## config.mk

```make
export PLATFORM = sky130hd
export DESIGN_NAME = debounced_presence_counter
export DESIGN_NICKNAME = d
export VERILOG_FILES = /design/src/rtl/dpc_pkg.sv /design/src/rtl/debounced_presence_counter.sv
export SDC_FILE = /design/constraint.sdc
export NUM_CORES = 1
export LEC_CHECK = 0
export BUFFER_PORTS_ARGS = -buffer_cell sky130_fd_sc_hd__buf_2
export CAP_MARGIN = 20
export CORE_MARGIN = 4
export CORE_UTILIZATION = 25
export DETAILED_ROUTE_END_ITERATION = 10
export SLEW_MARGIN = 30
export SYNTH_ARGS = -nofsm -noshare
export SYNTH_HDL_FRONTEND = slang
export SYNTH_SLANG_ARGS = --single-unit
```

## constraint.sdc

```tcl
create_clock -name clk -period 8.4 [get_ports clk]
set_input_delay 1.68 -clock clk [delete_from_list [all_inputs] [get_ports clk]]
set_output_delay 1.68 -clock clk [all_outputs]
set_load 0.01 [all_outputs]
```

## src/rtl/dpc_pkg.sv

```systemverilog
// Shared constants, mode codes and compare helpers for the debounced presence counter.
// No dependencies.
package dpc_pkg;

	localparam int TIME_W = 63;
	localparam int CFG_W  = 32;
	localparam int MODE_W = 3;
	localparam int REG_IDX_W = 2;

	typedef logic [TIME_W-1:0] time_t;
	typedef logic [CFG_W-1:0]  cfg_t;
	typedef logic [MODE_W-1:0] mode_t;
	typedef logic [REG_IDX_W-1:0] reg_idx_t;

	// Machine modes
	localparam mode_t MODE_WAIT_CLEAR       = 3'd0;
	localparam mode_t MODE_FREE             = 3'd1;
	localparam mode_t MODE_CONFIRM_PRESENCE = 3'd2;
	localparam mode_t MODE_PRESENT          = 3'd3;
	localparam mode_t MODE_CONFIRM_RELEASE  = 3'd4;

	// Register indexes
	localparam reg_idx_t REG_MAX_GAP  = 2'd0;
	localparam reg_idx_t REG_RELEASE  = 2'd1;
	localparam reg_idx_t REG_PRESENCE = 2'd2;
	localparam reg_idx_t REG_BLOCKED  = 2'd3;

	// Reset values of the registers
	localparam cfg_t RST_MAX_GAP  = 32'd1000000;
	localparam cfg_t RST_RELEASE  = 32'd300000;
	localparam cfg_t RST_PRESENCE = 32'd300000;
	localparam cfg_t RST_BLOCKED  = 32'd10000000;

	// Wide duration against a 32-bit threshold: duration >= threshold
	function automatic logic dur_ge(input time_t dur, input cfg_t thr);
		dur_ge = (dur[TIME_W-1:CFG_W] != '0) || (dur[CFG_W-1:0] >= thr);
	endfunction

	// Wide duration against a 32-bit threshold: duration > threshold
	function automatic logic dur_gt(input time_t dur, input cfg_t thr);
		dur_gt = (dur[TIME_W-1:CFG_W] != '0) || (dur[CFG_W-1:0] > thr);
	endfunction

endpackage

```

## src/rtl/debounced_presence_counter.sv

```systemverilog
// Debounced presence counter: timestamped samples in, one flag word out per sample.
// Depends on dpc_pkg.
// Path from input handshake to earliest output handshake: input register, then result register.
// Throughput: one word per cycle while out_ready stays high; the machine state updates as
// the word leaves the input register, so consecutive words see each other's effect.
// Reset (arst_n low, asynchronous): machine in wait-for-clear, all times zero,
// registers at their defaults, both pipeline stages empty.
module debounced_presence_counter (
	input  logic                  clk,
	input  logic                  arst_n,
	// configuration
	input  logic                  cfg_we,
	input  dpc_pkg::reg_idx_t     cfg_index,
	input  dpc_pkg::cfg_t         cfg_data,
	// input channel
	input  logic                  in_valid,
	output logic                  in_ready,
	input  logic                  command,
	input  logic                  present,
	input  logic                  activity,
	input  dpc_pkg::time_t        time_us,
	// output channel
	output logic                  out_valid,
	input  logic                  out_ready,
	output logic                  resync_flag,
	output logic                  ready_flag,
	output logic                  count_flag,
	output logic                  cleared_flag,
	output logic                  blocked_flag
);
	import dpc_pkg::*;

	// configuration registers
	cfg_t max_gap_q, release_q, presence_q, blocked_time_q;

	// machine state
	mode_t mode_q;
	time_t stable_since_q, occ_since_q, last_time_q;
	logic  occ_valid_q, last_pres_q, is_blocked_q;

	// input stage
	logic  valid_s1, cmd_s1, pres_s1, act_s1;
	time_t time_s1;

	// result stage
	logic  valid_s2, resync_s2, ready_s2, count_s2, cleared_s2, blocked_s2;

	logic advance;
	assign advance  = !valid_s2 || out_ready;
	assign in_ready = !valid_s1 || advance;
	logic proc;
	assign proc = valid_s1 && advance;

	// configuration writes
	always_ff @(posedge clk or negedge arst_n) begin
		if (!arst_n) begin
			max_gap_q      <= RST_MAX_GAP;
			release_q      <= RST_RELEASE;
			presence_q     <= RST_PRESENCE;
			blocked_time_q <= RST_BLOCKED;
		end else if (cfg_we) begin
			unique case (cfg_index)
				REG_MAX_GAP:  max_gap_q      <= cfg_data;
				REG_RELEASE:  release_q      <= cfg_data;
				REG_PRESENCE: presence_q     <= cfg_data;
				REG_BLOCKED:  blocked_time_q <= cfg_data;
				default: ;
			endcase
		end
	end

	// input register
	always_ff @(posedge clk or negedge arst_n) begin
		if (!arst_n) begin
			valid_s1 <= 1'b0;
		end else if (in_ready) begin
			valid_s1 <= in_valid;
		end
	end

	always_ff @(posedge clk) begin
		if (in_ready && in_valid) begin
			cmd_s1  <= command;
			pres_s1 <= present;
			act_s1  <= activity;
			time_s1 <= time_us;
		end
	end

	// next-state logic
	mode_t mode_n;
	time_t stable_since_n, occ_since_n, last_time_n;
	logic  occ_valid_n, last_pres_n, is_blocked_n;
	logic  resync_n, ready_n, count_n, cleared_n, blocked_n;
	time_t gap, stable, occ_dur;
	logic  restart, stable_rel, stable_pres;
	mode_t mode_sw;
	logic  occ_v_sw;
	time_t occ_s_sw;

	always_comb begin
		gap     = time_s1 - last_time_q;
		restart = cmd_s1 || (time_s1 < last_time_q) || dur_gt(gap, max_gap_q);

		// stability timer restarts on activity or a presence change
		stable      = (act_s1 || (pres_s1 != last_pres_q)) ? '0 : time_s1 - stable_since_q;
		stable_rel  = dur_ge(stable, release_q);
		stable_pres = dur_ge(stable, presence_q);

		mode_sw  = mode_q;
		occ_v_sw = occ_valid_q;
		occ_s_sw = occ_since_q;
		ready_n  = 1'b0;
		count_n  = 1'b0;
		unique case (mode_q)
			MODE_WAIT_CLEAR: begin
				if (pres_s1 && !occ_valid_q) begin
					occ_v_sw = 1'b1;
					occ_s_sw = time_s1;
				end
				if (!pres_s1 && stable_rel) begin
					mode_sw = MODE_FREE;
					ready_n = 1'b1;
				end
			end
			MODE_FREE: begin
				if (pres_s1) begin
					mode_sw  = MODE_CONFIRM_PRESENCE;
					occ_v_sw = 1'b1;
					occ_s_sw = time_s1;
				end
			end
			MODE_CONFIRM_PRESENCE: begin
				if (!pres_s1) begin
					mode_sw  = MODE_FREE;
					occ_v_sw = 1'b0;
					occ_s_sw = '0;
				end else if (stable_pres) begin
					mode_sw = MODE_PRESENT;
				end
			end
			MODE_PRESENT: begin
				if (!pres_s1) mode_sw = MODE_CONFIRM_RELEASE;
			end
			MODE_CONFIRM_RELEASE: begin
				if (pres_s1) begin
					mode_sw = MODE_PRESENT;
				end else if (stable_rel) begin
					mode_sw = MODE_FREE;
					count_n = 1'b1;
				end
			end
			default: ;
		endcase

		// blocked / free bookkeeping
		occ_dur      = time_s1 - occ_s_sw;
		occ_valid_n  = occ_v_sw;
		occ_since_n  = occ_s_sw;
		is_blocked_n = is_blocked_q;
		cleared_n    = 1'b0;
		blocked_n    = 1'b0;
		if (mode_sw == MODE_FREE) begin
			cleared_n    = is_blocked_q;
			is_blocked_n = 1'b0;
			occ_valid_n  = 1'b0;
			occ_since_n  = '0;
		end else if (!is_blocked_q && occ_v_sw && (time_s1 >= occ_s_sw) &&
		             dur_ge(occ_dur, blocked_time_q)) begin
			is_blocked_n = 1'b1;
			blocked_n    = 1'b1;
		end

		mode_n         = mode_sw;
		stable_since_n = (act_s1 || (pres_s1 != last_pres_q)) ? time_s1 : stable_since_q;
		last_time_n    = time_s1;
		last_pres_n    = pres_s1;
		resync_n       = 1'b0;

		// restart command, backward time or long gap
		if (restart) begin
			mode_n         = MODE_WAIT_CLEAR;
			stable_since_n = time_s1;
			occ_valid_n    = pres_s1;
			occ_since_n    = pres_s1 ? time_s1 : '0;
			last_pres_n    = pres_s1;
			is_blocked_n   = 1'b0;
			ready_n        = 1'b0;
			count_n        = 1'b0;
			cleared_n      = 1'b0;
			blocked_n      = 1'b0;
			resync_n       = !cmd_s1;
		end
	end

	// state update
	always_ff @(posedge clk or negedge arst_n) begin
		if (!arst_n) begin
			mode_q         <= MODE_WAIT_CLEAR;
			stable_since_q <= '0;
			occ_valid_q    <= 1'b0;
			occ_since_q    <= '0;
			last_time_q    <= '0;
			last_pres_q    <= 1'b0;
			is_blocked_q   <= 1'b0;
		end else if (proc) begin
			mode_q         <= mode_n;
			stable_since_q <= stable_since_n;
			occ_valid_q    <= occ_valid_n;
			occ_since_q    <= occ_since_n;
			last_time_q    <= last_time_n;
			last_pres_q    <= last_pres_n;
			is_blocked_q   <= is_blocked_n;
		end
	end

	// result register
	always_ff @(posedge clk or negedge arst_n) begin
		if (!arst_n) begin
			valid_s2 <= 1'b0;
		end else if (advance) begin
			valid_s2 <= valid_s1;
		end
	end

	always_ff @(posedge clk) begin
		if (proc) begin
			resync_s2  <= resync_n;
			ready_s2   <= ready_n;
			count_s2   <= count_n;
			cleared_s2 <= cleared_n;
			blocked_s2 <= blocked_n;
		end
	end

	assign out_valid    = valid_s2;
	assign resync_flag  = resync_s2;
	assign ready_flag   = ready_s2;
	assign count_flag   = count_s2;
	assign cleared_flag = cleared_s2;
	assign blocked_flag = blocked_s2;

endmodule
```

==> run_results.csv <==
group,metric,value,unit
logic_synthesis,synth_ff_type,"dfrtp_1",
clock_network,clock-sinks,396,
global_route,grt_overflow,0,
floorplan,io_pins,112,
floorplan,die-area,132000,um2
clock_network,clk_pin_slew_worst_paths,0.07,ns
clock_network,clockBufferDepth,3,
logic_synthesis,synth_top_cell_by_area,"dfrtp_1",
final_layout,final_common_cell,"nand2_1",
sta,tns,0,ns
logic_synthesis,ys_ff_latch,396,
logic_synthesis,synth.distinct_cells,94,
sta,rsz0062_at_grt,"no",
critical_path,cpPeakStageDelay,0.60,ns
clock_network,cts_hold_buf,0,
final_layout,area_growth,13.6,%
sta,slew_viol_final,0,
final_layout,mostFrequentLayoutCells,"343 x nand2_1, 314 x ha_1, 297 x inv_1",
run,maxCapViolCount,0,
sta,finClkSkew,0.0396,ns
global_route,globalRouteTotalUtil,16.4,%
drt,vias,27928,
drt,dr.pass1.iters,7,
logic_synthesis,synth.top_cell.area_share,23.3,%
logic_synthesis,synth_area,31500,um2
floorplan,coreArea,125000,um2
placed_design,hpwl,86.2,mm
sta,fin_hold_ws,0.492,ns
critical_path,timing_worst_setup_path_type,"flop to flop",
logic_synthesis,synth_edf_count,71,
sta,relSlewSlack,29.0,%
clock_network,cts_resized,0,
critical_path,cp-end-kind,"flop",
placed_design,place.gp.congestion,0.955,
power_and_ir_drop,power_density,242,nW/um2
clock_network,cts_tree,"built",
floorplan,initial_core_util,25.2,%
logic_synthesis,yosysSeqAreaShare,32.7,%
sta,post-route-min-period,7.74,ns
clock_network,clk_latency,0.67,ns
clock_network,numCtsBuffers,54,
logic_synthesis,avgSynthCellArea,8.69,um2
sta,max_freq,129,MHz
final_layout,layout-drive-gt1-share,13.2,%
final_layout,final_util,28.6,%
global_route,grt_first_pass_wirelength,166,mm
critical_path,cp-start-kind,"flop",
sta,tightest_slew,1.06,ns
hold_path,min_path_type,"flop to flop",
critical_path,cp_data_arrival_time,8.11,ns
drt,drt-total-wl,111,mm
final_layout,fin_nets,4119,
sta,finalSetupViolCount,0,
critical_path,crit_fanout,23,
clock_network,cts_root_buf,"clkbuf_16",
placed_design,port_buffers,111,
drt,ant_nets,0,
clock_network,h-tree-depth,2,
logic_synthesis,syn-num-nets,4053,
drt,first_iter_violations,2339,
drt,viasPerCell,5.18,
drt,wire_per_inst,20.6,um
floorplan,die_h,363,um
floorplan,die_w,363,um
sta,finalHoldViolCount,0,
logic_synthesis,yosysWarnings,0,
logic_synthesis,synthTopCellsByArea,"dfrtp_1 23%, ha_1 12%, edfxtp_1 6.8%",
global_route,antenna_found_initial,5,
sta,period_share,92.1,%
logic_synthesis,synth_cells,3631,
drt,drcViolationCount,0,
critical_path,critical_path_buf_inv_count,1,
logic_synthesis,synthArstFlopShare,82.1,%
global_route,grt_pass1_vias,26915,
floorplan,row_count,130,
critical_path,crit_path_top_delay_cell,"a2111oi_0",
run_status,status,"finished clean",
power_and_ir_drop,ir_worst_vdd,0.168,mV
global_route,grt_max_degree,97,
critical_path,cp.required,8.77,ns
critical_path,cp_top_family,"compound AO/OA/AOI/OAI gates",
power_and_ir_drop,p_leak,15.6,nW
clock_network,postCtsSetupBuffers,0,
==> power by group <==
| part | leakage, nW | internal [W] | total (W) | switching, W |
|---|---|---|---|---|
| Clock | 0.916 | 0.00148 | 0.00245 | 0.000978 |
| Combinational | 10.1 | 0.00146 | 0.00380 | 0.00235 |
| Sequential | 4.60 | 0.00226 | 0.00243 | 0.000165 |
==> layout make-up <==
type | count | area [um2]
Fill cell | 13338 | 89600
Multi-Input combinational cell | 2774 | 19400
Sequential cell | 396 | 10300
Tap cell | 1650 | 2060
Clock buffer | 75 | 1550
Inverter | 298 | 1120
Timing Repair Buffer | 173 | 1070
Clock inverter | 24 | 317
Antenna cell | 2 | 5.00
==> per-stage QoR <==
step                      power (W)  cell area, um2  setup slack (ns)  std cells
final                       0.00869           35900             0.663       5392
after global placement      0.00617           34000              1.12       5291
after global routing        0.00926           35800             0.113       5390
after floorplan             0.00511           31500              2.30       3631
after CTS                   0.00872           35800             0.950       5390
after detailed placement    0.00620           34000             0.944       5291
==> Yosys cell counts (65+ instances only) <==
cell,n
a21o_1,75
a21oi_1,289
a221o_1,65
a22oi_1,69
and2_1,76
clkbuf_1,122
dfrtp_1,294
edfxtp_1,71
ha_1,314
inv_1,298
mux2_2,102
nand2_1,345
nand3_1,67
nand4_1,86
nor2_1,291
o21ai_0,261
xnor2_1,74
==> state kept, by name, summed over array words and instances, names as in the netlist, 3 cells and up <==
signal          count
mode_q              3
occ_since_q        63
blocked_time_q     32
stable_since_q     63
release_q          32
presence_q         32
last_time_n        63
max_gap_q          32
last_time_q        63
==> per-layer routing <==
layer	routed length [um]	share of wire (%)	global-route usage (%)
met5	13	0.012	0
met4	4350	3.9	5.98
met3	8020	7.2	3.58
met2	45700	41	24.0
met1	52900	48	23.5
==> kinds of logic (layout without fill, tap and decap cells) <==
kind of cell / Yosys count / in the layout / share of synthesized area, %
other: 0 / 2 / 0
XOR/XNOR: 131 / 131 / 3.64
AND/OR/NAND/NOR: 1097 / 1097 / 16.6
multiplexers: 176 / 176 / 6.93
adder cells (fa/ha/maj): 319 / 319 / 12.7
AO/OA/AOI/OAI: 1051 / 1051 / 21.6
buffers and inverters: 461 / 570 / 5.90
flip-flops: 396 / 396 / 32.7
==> tightest hold or removal path: cells and delay by family, from the launching register on <==
family	cells	cell delay, ns
DFF	1	0.35
and+or+nand+nor	1	0.05
AOI/OAI and AO/OA	1	0.06
==> worst paths after layout <==
| kind | slack, ns | from | cells past startpoint | to |
|---|---|---|---|---|
| max reg2reg | 0.66 | last_pres_n | 27 | blocked_flag |
| min | 0.49 | last_time_q[0] | 2 | last_time_q[0] |
| min in group asynchronous | 1.00 | arst_n | 1 | occ_since_q[44] |
| max in group asynchronous | 5.90 | arst_n | 2 | last_time_q[46] |
| max | 0.66 | last_pres_n | 27 | blocked_flag |
| min reg2reg | 0.49 | last_time_q[0] | 2 | last_time_q[0] |
(Power assumes the default switching activity.)
